File: config.mk
export PLATFORM = sky130hd
export DESIGN_NAME = cwef_div
export DESIGN_NICKNAME = d
export VERILOG_FILES = /design/src/rtl/core/circle_window_edge_fraction_defines.svh /design/src/rtl/core/cwef_pkg.sv /design/src/rtl/core/cwef_div.sv
export SDC_FILE = /design/constraint.sdc
export NUM_CORES = 1
export LEC_CHECK = 0
export ABC_AREA = 1
export BUFFER_PORTS_ARGS = -buffer_cell sky130_fd_sc_hd__buf_4
export CAP_MARGIN = 10
export CORE_ASPECT_RATIO = 0.75
export CORE_UTILIZATION = 52
export DETAILED_ROUTE_END_ITERATION = 12
export GPL_TIMING_DRIVEN = 0
export MAX_ROUTING_LAYER = met4
export PLACE_DENSITY = 0.77
export SLEW_MARGIN = 20
export SYNTH_ARGS = -nofsm -noshare
export SYNTH_HDL_FRONTEND = slang
export SYNTH_SLANG_ARGS = --single-unit
File: constraint.sdc
create_clock -name aclk -period 5 [get_ports aclk]
set_input_delay 1 -clock aclk [delete_from_list [all_inputs] [get_ports aclk]]
set_output_delay 1 -clock aclk [all_outputs]
set_load 0.05 [all_outputs]
File: src/rtl/core/circle_window_edge_fraction_defines.svh
// assertion macros shared by the block
`ifndef CIRCLE_WINDOW_EDGE_FRACTION_DEFINES_SVH
`define CIRCLE_WINDOW_EDGE_FRACTION_DEFINES_SVH

// same-cycle implication, checking held off while reset is low
`define CWEF_ASSERT_NOW(lbl, clk, rstn, ante, cons) \
    lbl: assert property (@(posedge clk) disable iff (!rstn) (ante) |-> (cons)) \
        else $error("check failed");

// next-cycle implication, checking held off while reset is low
`define CWEF_ASSERT_NEXT(lbl, clk, rstn, ante, cons) \
    lbl: assert property (@(posedge clk) disable iff (!rstn) (ante) |=> (cons)) \
        else $error("check failed");

`endif

File: src/rtl/core/cwef_pkg.sv
`default_nettype none
package cwef_pkg;
    localparam int MAX_ANGLES = 256;
    localparam int ADDR_W     = $clog2(MAX_ANGLES);
    localparam int CNT_W      = $clog2(MAX_ANGLES + 1);
    localparam int RS_W       = 25;
    localparam int RS2_W      = 2 * RS_W;
    localparam int DEN_W      = RS2_W + CNT_W;
    localparam int REM_W      = DEN_W + 1;
    localparam int Q_W        = 48;
    localparam int STEP_W     = 6;
    localparam int RAY_STEPS  = 48;
    localparam int FRAC_STEPS = 16;
    localparam int TAB_W      = 32;

    localparam logic [2:0] REG_RADIUS = 3'd0;
    localparam logic [2:0] REG_LEFT   = 3'd1;
    localparam logic [2:0] REG_RIGHT  = 3'd2;
    localparam logic [2:0] REG_BOTTOM = 3'd3;
    localparam logic [2:0] REG_TOP    = 3'd4;
    localparam logic [2:0] REG_COUNT  = 3'd5;

    localparam logic ACT_WRITE = 1'b0;
    localparam logic ACT_EVAL  = 1'b1;

    typedef struct packed {
        logic              start;
        logic [STEP_W-1:0] steps;
        logic [REM_W-1:0]  rem_init;
        logic [Q_W-1:0]    dividend;
        logic [REM_W-1:0]  divisor;
    } div_req_t;
endpackage
`default_nettype wire

File: src/rtl/core/cwef_div.sv
`default_nettype none
// shared restoring divider, one quotient bit a cycle
module cwef_div (
    input  wire logic                      aclk,
    input  wire logic                      aresetn,
    input  wire cwef_pkg::div_req_t        req,
    output logic                           done,
    output logic [cwef_pkg::Q_W-1:0]       quot
);
    logic                          busy_reg, busy_next;
    logic                          done_reg, done_next;
    logic [cwef_pkg::STEP_W-1:0]   cnt_reg, cnt_next;
    logic [cwef_pkg::REM_W-1:0]    rem_reg, rem_next;
    logic [cwef_pkg::REM_W-1:0]    dvs_reg, dvs_next;
    logic [cwef_pkg::Q_W-1:0]      dvd_reg, dvd_next;
    logic [cwef_pkg::Q_W-1:0]      quot_reg, quot_next;
    logic [cwef_pkg::REM_W-1:0]    trial;

    always_comb begin
        trial      = {rem_reg[cwef_pkg::REM_W-2:0], dvd_reg[cwef_pkg::Q_W-1]};
        busy_next  = busy_reg;
        done_next  = 1'b0;
        cnt_next   = cnt_reg;
        rem_next   = rem_reg;
        dvs_next   = dvs_reg;
        dvd_next   = dvd_reg;
        quot_next  = quot_reg;
        if (req.start) begin
            busy_next = 1'b1;
            cnt_next  = req.steps;
            rem_next  = req.rem_init;
            dvs_next  = req.divisor;
            dvd_next  = req.dividend;
            quot_next = '0;
        end else if (busy_reg) begin
            dvd_next = {dvd_reg[cwef_pkg::Q_W-2:0], 1'b0};
            if (trial >= dvs_reg) begin
                rem_next  = trial - dvs_reg;
                quot_next = {quot_reg[cwef_pkg::Q_W-2:0], 1'b1};
            end else begin
                rem_next  = trial;
                quot_next = {quot_reg[cwef_pkg::Q_W-2:0], 1'b0};
            end
            cnt_next = cnt_reg - 1'b1;
            if (cnt_reg == cwef_pkg::STEP_W'(1)) begin
                busy_next = 1'b0;
                done_next = 1'b1;
            end
        end
    end

    always_ff @(posedge aclk) begin
        if (!aresetn) begin
            busy_reg <= 1'b0;
            done_reg <= 1'b0;
            cnt_reg  <= '0;
        end else begin
            busy_reg <= busy_next;
            done_reg <= done_next;
            cnt_reg  <= cnt_next;
        end
        rem_reg  <= rem_next;
        dvs_reg  <= dvs_next;
        dvd_reg  <= dvd_next;
        quot_reg <= quot_next;
    end

    assign done = done_reg;
    assign quot = quot_reg;
endmodule
`default_nettype wire

# [Yosys cells after proc, flatten, opt, wreduce, memory -nomap -nowiden]
# Index checks and enable logic that the tools add are counted.
[op_classes] n_addsub=2 magnitude_cmp=1 eq_ne=1 mux=12 bitwise=2 reduce_logical=2
[ops] cell="59-bit two-way mux" count=3
[ops] cell="48-bit two-way mux" count=2
[ops] cell="60-bit greater-or-equal comparator" count=1
[ops] cell="59-bit subtractor" count=1
[ops] cell="6-bit two-way mux" count=2
[ops] cell="6-bit by 1-bit equality test with 1-bit output (second input constant)" count=1
[ops] cell="6-bit by 1-bit subtractor with 6-bit output (second input constant)" count=1
[ops] cell="1-bit two-way mux" count=5
[ops] cell="3-bit OR reduction" count=1
[ops] cell="1-bit NOT" count=2
[ops] cell="2-bit nonzero test" count=1
[totals] register_bits=223 inputBits=177 out_inout_bits=49 word_cells=27

# [Longest topological paths before layout]
# Gate-level depths: netlist of the first run.
[logic_depth] ltp_word=4 mapped_depth=17 mapped_depth_nobuf=16

# [Worst setup path before layout of the first run]
# No wires, ideal clock.
[synth_path] path_kind="input -> register" from="input port req[174] (netlist name)" to="register dvd_reg[0] (netlist name) (enable)" setup_ns=0.514 arrival_ns=4.526 required_ns=4.486 slack_ns=-0.040 cell_stages=4 path_cell_list="clkbuf_1 nor2_1 inv_2 clkbuf_1"
[synth_between] elab_chain_len=1
[synth_lines] item="start, declared" line_no="cwef_div.sv:6" rtl="input wire cwef_pkg::div_req_t req,"
[synth_lines] item="2-bit nonzero test (no source line)"
[synth_lines] item="end signal, assigned" line_no="cwef_div.sv:64" rtl="dvd_reg <= dvd_next;"
[synth_lines] item="end, declared" line_no="cwef_div.sv:15" rtl="logic [cwef_pkg::Q_W-1:0] dvd_reg, dvd_next;"
# No other way between the ends.
# A chain may end at the register's enable or synchronous reset.

# [Worst setup path after layout of the first run]
[layout_path] from="register dvs_reg[0] (netlist name)" to="register rem_reg[52] (netlist name), data pin"
[layout_between] elab_chain_len=4 elab_cells_between_ends=5
[layout_lines] item="start, declared" line_no="cwef_div.sv:14" rtl="logic [cwef_pkg::REM_W-1:0] dvs_reg, dvs_next;"
[layout_lines] item="start signal, assigned" line_no="cwef_div.sv:63" rtl="dvs_reg <= dvs_next;"
[layout_lines] item="59-bit subtractor / 60-bit greater-or-equal comparator (equally long branches)" line_no="cwef_div.sv:38, cwef_div.sv:37"
[layout_lines] item="59-bit two-way mux *" line_no="cwef_div.sv:37" rtl="if (trial >= dvs_reg) begin"
[layout_lines] item="59-bit two-way mux *" line_no="cwef_div.sv:35" rtl="end else if (busy_reg) begin"
[layout_lines] item="59-bit two-way mux *" line_no="cwef_div.sv:28" rtl="if (req.start) begin"
[layout_lines] item="named net rem_next (one bit)" line_no="cwef_div.sv:13" rtl="logic [cwef_pkg::REM_W-1:0] rem_reg, rem_next;"
[layout_lines] item="end signal, assigned" line_no="cwef_div.sv:62" rtl="rem_reg <= rem_next;"
[layout_lines] item="end, declared" line_no="cwef_div.sv:13"
# Mark *: on every way through the listed nets, which the timed path passes. The rest lies on a longest branch. The select of a mux whose other input is x is not followed.

==> flow_summary.yaml, run 1 <==
logic_synthesis:
  synth-compound-area-share: 0.0443
  syn_nets: 2390
  synth_top_area_share: 0.338
  syn_inst: 2150
  yosysUniqueCellTypes: 34
  synthXorXnorAreaFrac: 0.0177
  seq_area_frac_synth: 0.413
  synthAdderAreaFrac: 0.0536
  synth_flop_cell: "edfxtp_1"
  synth.area.mux_share: 0
  netlist_top_cells_area: "edfxtp_1, nand2_1, inv_1"
  synthArstFlopShare: 0
  yosysWarningCount: 0
  synth-simple-area-share: 0.338
  synth_edf_count: 167
  synth.largest_area_cell: "edfxtp_1"
  ys_ff_latch: 223
  syn_area_um2: 14900
  synth_top_family_by_area: "simple AND/OR/NAND/NOR gates"
  syn_avg_cell_area_um2: 6.91
detailed_routing:
  num_vias: 14200
  drtAntennaViolNets: 0
  drc: 0
  drt_wl_total_mm: 47.4
  wl_per_cell_um: 16.9
  viasPerCell: 5.08
  drtIter0Drc: 1094
  firstDrtPassIters: 6
placed_design:
  dp_hpwl_mm: 38.1
  place_area_um2: 17100
  gp_congestion: 1.00
  port_buffers: 224
  dp_cells: 2760
worst_setup_path:
  crit_type: "reg -> reg"
  cp.required_ps: 5300
  cp_data_arrival_time_ps: 3460
  crit_fanout: 10
  start_kind: "flop"
  crit_path_end_kind: "flop"
global_route:
  grt-ovfl-total: 0
  grt_pass1_vias: 13500
  grt_usage: 0.335
  grt_pass1_wl_mm: 73.2
  antenna_found_initial: 1
  grt_max_degree: 85
floorplan:
  ios: 226
  start_util: 0.530
  row_count: 53
  die_area_um2: 29300
  core_area_um2: 28100
  die_y_um: 148
  die_x_um: 197
final_layout:
  area_delta_synth_final_pct: 19.7
  fin_cells: 2800
  fin_area_um2: 17800
  fillerInstances: 2549
  final_layout_size_suffix_gt1_frac: 0.128
  final_nets: 2640
  largest_reg_flops: 60
outcome:
  outcome: "complete, no violations"
power_and_ir_drop:
  p_leak_nw: 9.42
  cellPowerDensity_nw_per_um2: 376
  clkPwrFrac: 0.257
  combPwrFrac: 0.396
  power.internal_w: 0.00411
  vdd_ir_drop_max_uv: 304
  switching_power_w: 0.00257
  swShare: 0.385
  seqPwrFrac: 0.347
clock_network:
  cts_hold_buf: 0
  path_clk_slew_ps: 60
  cts_buffer_depth: 3
  clock-sinks: 223
  post_cts_buffers: 0
  numCtsBuffers: 23
  clock_latency_ps: 560
  clockRootBuffer: "clkbuf_16"
  cts_htree_levels: 1
  cts_tree: "built"
  cts_resized: 0
timing:
  tightest_slew_ps: 937
  fmax_ghz: 0.316
  fin_tns_setup_ps: 0
  final_max_slew_viol_count: 0
  finalCritPeriodShare: 0.632
  skew_ps: 28.3
  rsz0062_at_grt: "false"
  fin_crit_ps: 3160
  setup_violations: 0
  whs_ps: 488
  maxSlewHeadroom: 0.375
  hold_violations: 0
run:
  max_cap_violations: 0
worst_hold_path:
  hp-class: "reg -> reg"
## worst max-delay path, cell delays in order (launching register included)
cell and delay (ps):
edfxtp_1 380, ha_1 240, fa_1 410, inv_1 140, nand2_1 70, nand2_1 90
nand4_1 90, nand3_1 230, nand2_1 120, nand2_2 170, nand3_4 170, nand2_2 210
buf_6 190, nand3_1 180, nand2_1 140, nand2_1 50
## power by group through the flow
stage	registers (W)	logic (W)	clock network (W)
finish	0.00232	0.00264	0.00172
global route	0.00234	0.00294	0.00181
CTS	0.00232	0.00260	0.00174
detailed placement	0.00235	0.00259	0
global placement	0.00235	0.00255	0
floorplan	0.00233	0.00178	0
## metrics by stage
| stage | power, W | util | setup slack [ps] |
|---|---|---|---|
| 5_1_grt | 0.00709 | 0.634 | 1670 |
| 3_3_place_gp | 0.00490 | 0.607 | 81.0 |
| 3_5_place_dp | 0.00494 | 0.608 | 1310 |
| 2_1_floorplan | 0.00411 | - | 1680 |
| 6_report | 0.00668 | 0.634 | 1840 |
| 4_1_cts | 0.00666 | 0.634 | 1850 |
## cell families (layout without fill, tap and decap cells)
kind of cell,count (synthesis),count (layout)
fa+ha+maj,63,63
buf+inv,511,774
simple gates,1205,1205
other cells,0,2
xor+xnor,30,30
compound gates,118,118
flops,223,223
## routing by layer
| layer | vias to the layer above | part of all wire | track usage |
|---|---|---|---|
| met1 | 6527 | 0.47 | 0.473 |
| met4 | 0 | 0.018 | 0.0636 |
| met3 | 53 | 0.083 | 0.0610 |
| li1 | 7132 | - | - |
| met2 | 510 | 0.43 | 0.507 |
| met5 | - | 0 | - |
## synth_stat cells (all sizes together) (16+ instances only)
library cell,count
a21oi,49
buf,22
clkbuf,30
dfxtp,56
edfxtp,167
ha,62
inv,457
nand2,876
nand3,153
nand3b,47
nand4,16
nor2,102
o21ai,19
o22ai,46
xnor2,27
## cells in the final DEF (no fill, tap or decap), types with 2 or more instances in the layout
master and n:
nand2_2 3, diode_2 2, nor3_1 6, and2_1 2, clkbuf_16 24, nor2_2 10, clkinv_2 4, buf_4 227
nor4_1 2, bufinv_16 2, dfxtp_1 56, clkinv_1 5, edfxtp_1 167, nand4_1 16, clkbuf_1 33, nor2_4 2
xnor2_1 27, nand3b_1 47, a31oi_1 3, inv_2 21, o21ai_0 19, nand3_1 151, o22ai_1 46, ha_1 62
inv_1 436, xor2_1 3, buf_6 7, buf_1 10, nand2_1 873, buf_2 2, a21oi_1 48, nor2_1 90
## area by class of cell
class,count,area [µm²],area share
repair buffers,225,1710,0.0961
clock inverters,10,111,0.00626
well taps,385,482,0.0271
diodes,2,5.00,0.000281
multi-input cells,1416,6730,0.379
flip-flops and latches,223,6140,0.345
inverters,459,1720,0.0969
plain buffers,52,272,0.0153
clock buffers,28,616,0.0346
## path summary, 6_finish.rpt
check             start          end  slack, ps  depth (start not counted)
min reg2reg    quot[46]     quot[46]        490                          2
max reg2reg  dvs_reg[0]  rem_reg[52]       1840                         15
max          dvs_reg[0]  rem_reg[52]       1840                         15
min            quot[46]     quot[46]        490                          2
Power figures use the tool's default switching activity.
==> inputs of run 2 (changes only) <==
==> constraint.sdc (replaced) <==
create_clock -name aclk -period 2.65 [get_ports aclk]
set_input_delay 0.53 -clock aclk [delete_from_list [all_inputs] [get_ports aclk]]
set_output_delay 0.53 -clock aclk [all_outputs]
set_load 0.05 [all_outputs]
==> flow_summary.yaml, run 2 (synthesis results as in run 1) <==
outcome:
  outcome: "complete, no violations"
power_and_ir_drop:
  p_leak_nw: 9.85
  clkPwrFrac: 0.247
  cellPowerDensity_nw_per_um2: 716
  total_power_w: 0.0139
  seqPwrFrac: 0.321
  swShare: 0.383
  combPwrFrac: 0.433
  vdd_ir_drop_max_uv: 646
  switching_power_w: 0.00532
  power.internal_w: 0.00857
global_route:
  grt_usage: 0.328
  grt-ovfl-total: 0
  grt_pass1_vias: 13100
  grt_max_degree: 81
  antenna_found_initial: 1
  grt_pass1_wl_mm: 71.2
detailed_routing:
  wl_per_cell_um: 17.2
  drc: 0
  drtIter0Drc: 1242
  drtAntennaViolNets: 0
  firstDrtPassIters: 6
  drt_wl_total_mm: 49.0
  viasPerCell: 5.07
  num_vias: 14400
clock_network:
  numCtsBuffers: 23
  clock_latency_ps: 560
  path_clk_slew_ps: 70
  clock-sinks: 223
  cts_tree: "built"
  cts_htree_levels: 1
  clockRootBuffer: "clkbuf_16"
  cts_hold_buf: 0
  cts_buffer_depth: 3
final_layout:
  layout_commonest_cell: "nand2_1"
  final_nets: 2681
  final_cell_mix: "nand2_1, inv_1, buf_4"
  largest_reg_flops: 60
  fillerInstances: 2334
  multi_input_area_um2: 7780
  area_delta_synth_final_pct: 30.6
  final_util: 0.691
  final_layout_size_suffix_gt1_frac: 0.204
  regArea_um2: 6140
timing:
  fmax_ghz: 0.379
  final_max_slew_viol_count: 0
  skew_ps: 21.3
  rsz0062_at_grt: "true"
  tightest_slew_ps: 892
  hold_violations: 0
  setup_violations: 0
  finalCritPeriodShare: 0.995
  maxSlewHeadroom: 0.405
  timing.final.ws_setup_ps: 13.7
  fin_tns_setup_ps: 0
  fin_crit_ps: 2640
placed_design:
  gp_congestion: 1.01
  post-place-ws_ps: -553
  dp_hpwl_mm: 37.4
  port_buffers: 224
floorplan:
  start_util: 0.530
  row_count: 53
  core_area_um2: 28100
  die_area_um2: 29300
  die_x_um: 197
  die_y_um: 148
  ios: 226
worst_setup_path:
  slowest_stage: "edfxtp_1"
  cp_num_buf_inv: 3
  crit_type: "reg -> reg"
  cp_top_family: "simple AND/OR/NAND/NOR gates"
  cp_common_cell: "nand2_2"
  slowest_delay_ps: 460
  cp.required_ps: 2940
  crit_path_end_kind: "flop"
  cp_cell_sequence: "ha_4 -> nand2_2 -> nor2_4 -> nand2_1 -> inv_2 -> nand2_2 -> nor2_4 -> nand2_2 -> nand3_2 -> nor2_4 -> buf_12 -> nand2_8 -> buf_12 -> nand3_2 -> nand3_2 -> nand2_2"
  start_kind: "flop"
  reg2reg_slack_ps: 10
  crit_fanout: 7
  cp_data_arrival_time_ps: 2930
run:
  max_cap_violations: 0
worst_hold_path:
  hp-class: "in -> reg"
==> run 2: path summary, 6_finish.rpt <==
check | startpoint | end | depth (start not counted)
worst max-delay path | rem_reg[20] | rem_reg[43] | 16
worst max register to register | rem_reg[20] | rem_reg[43] | 16
worst min-delay path | req[38] | dvs_reg[38] | 1
worst min register to register | quot[47] | quot[47] | 2
==> run 2: repair_timing <==
item | 4_1_cts | 5_1_grt
endpoints found under the setup margin | 60 | 61
buffers inserted | 7 | 31
gates cloned | 0 | 6
endpoints found under the hold margin | 0 | 0
pin swaps | 3 | 29
resized for setup | 43 | 164
==> run 2: layout make-up <==
| type | instances | area share |
|---|---|---|
| Multi-Input combinational cell | 1417 | 0.401 |
| Sequential cell | 223 | 0.316 |
| Timing Repair Buffer | 268 | 0.110 |
| Inverter | 459 | 0.0888 |
| Clock buffer | 31 | 0.0361 |
| Tap cell | 385 | 0.0248 |
| Buffer | 49 | 0.0174 |
| Clock inverter | 11 | 0.00542 |
| Antenna cell | 1 | 0.000129 |
==> run 2: metal layers <==
layer	track usage	vias up	part of all wire
li1	-	7234	-
met1	0.462	6550	0.46
met2	0.489	559	0.42
met3	0.0617	83	0.084
met4	0.0729	0	0.028
met5	-	-	0
==> run 2: per-stage QoR <==
| step | hold slack [ps] | area [µm²] | cells |
|---|---|---|---|
| 3_3_place_gp | 443 | 17000 | 2759 |
| 6_report | 144 | 19400 | 2844 |
| 5_1_grt | 129 | 19400 | 2844 |
| 2_1_floorplan | 461 | 14900 | 2150 |
| 3_5_place_dp | 449 | 17100 | 2760 |
| 4_1_cts | 125 | 18100 | 2808 |
==> run 2: power by group through the flow <==
stage	Sequential (W)	Combinational, W	Clock (W)
2_1_floorplan	0.00439	0.00337	0
3_3_place_gp	0.00443	0.00480	0
3_5_place_dp	0.00443	0.00486	0
4_1_cts	0.00438	0.00504	0.00347
5_1_grt	0.00449	0.00656	0.00360
6_report	0.00446	0.00601	0.00343
==> run 2: worst reg2reg max path, stage by stage, from the launching register on <==
cell,delay (ps)
edfxtp_1,460
ha_4,340
nand2_2,100
nor2_4,150
nand2_1,100
inv_2,100
nand2_2,80
nor2_4,90
nand2_2,70
nand3_2,80
nor2_4,60
buf_12,150
nand2_8,130
buf_12,140
nand3_2,130
nand3_2,120
nand2_2,90
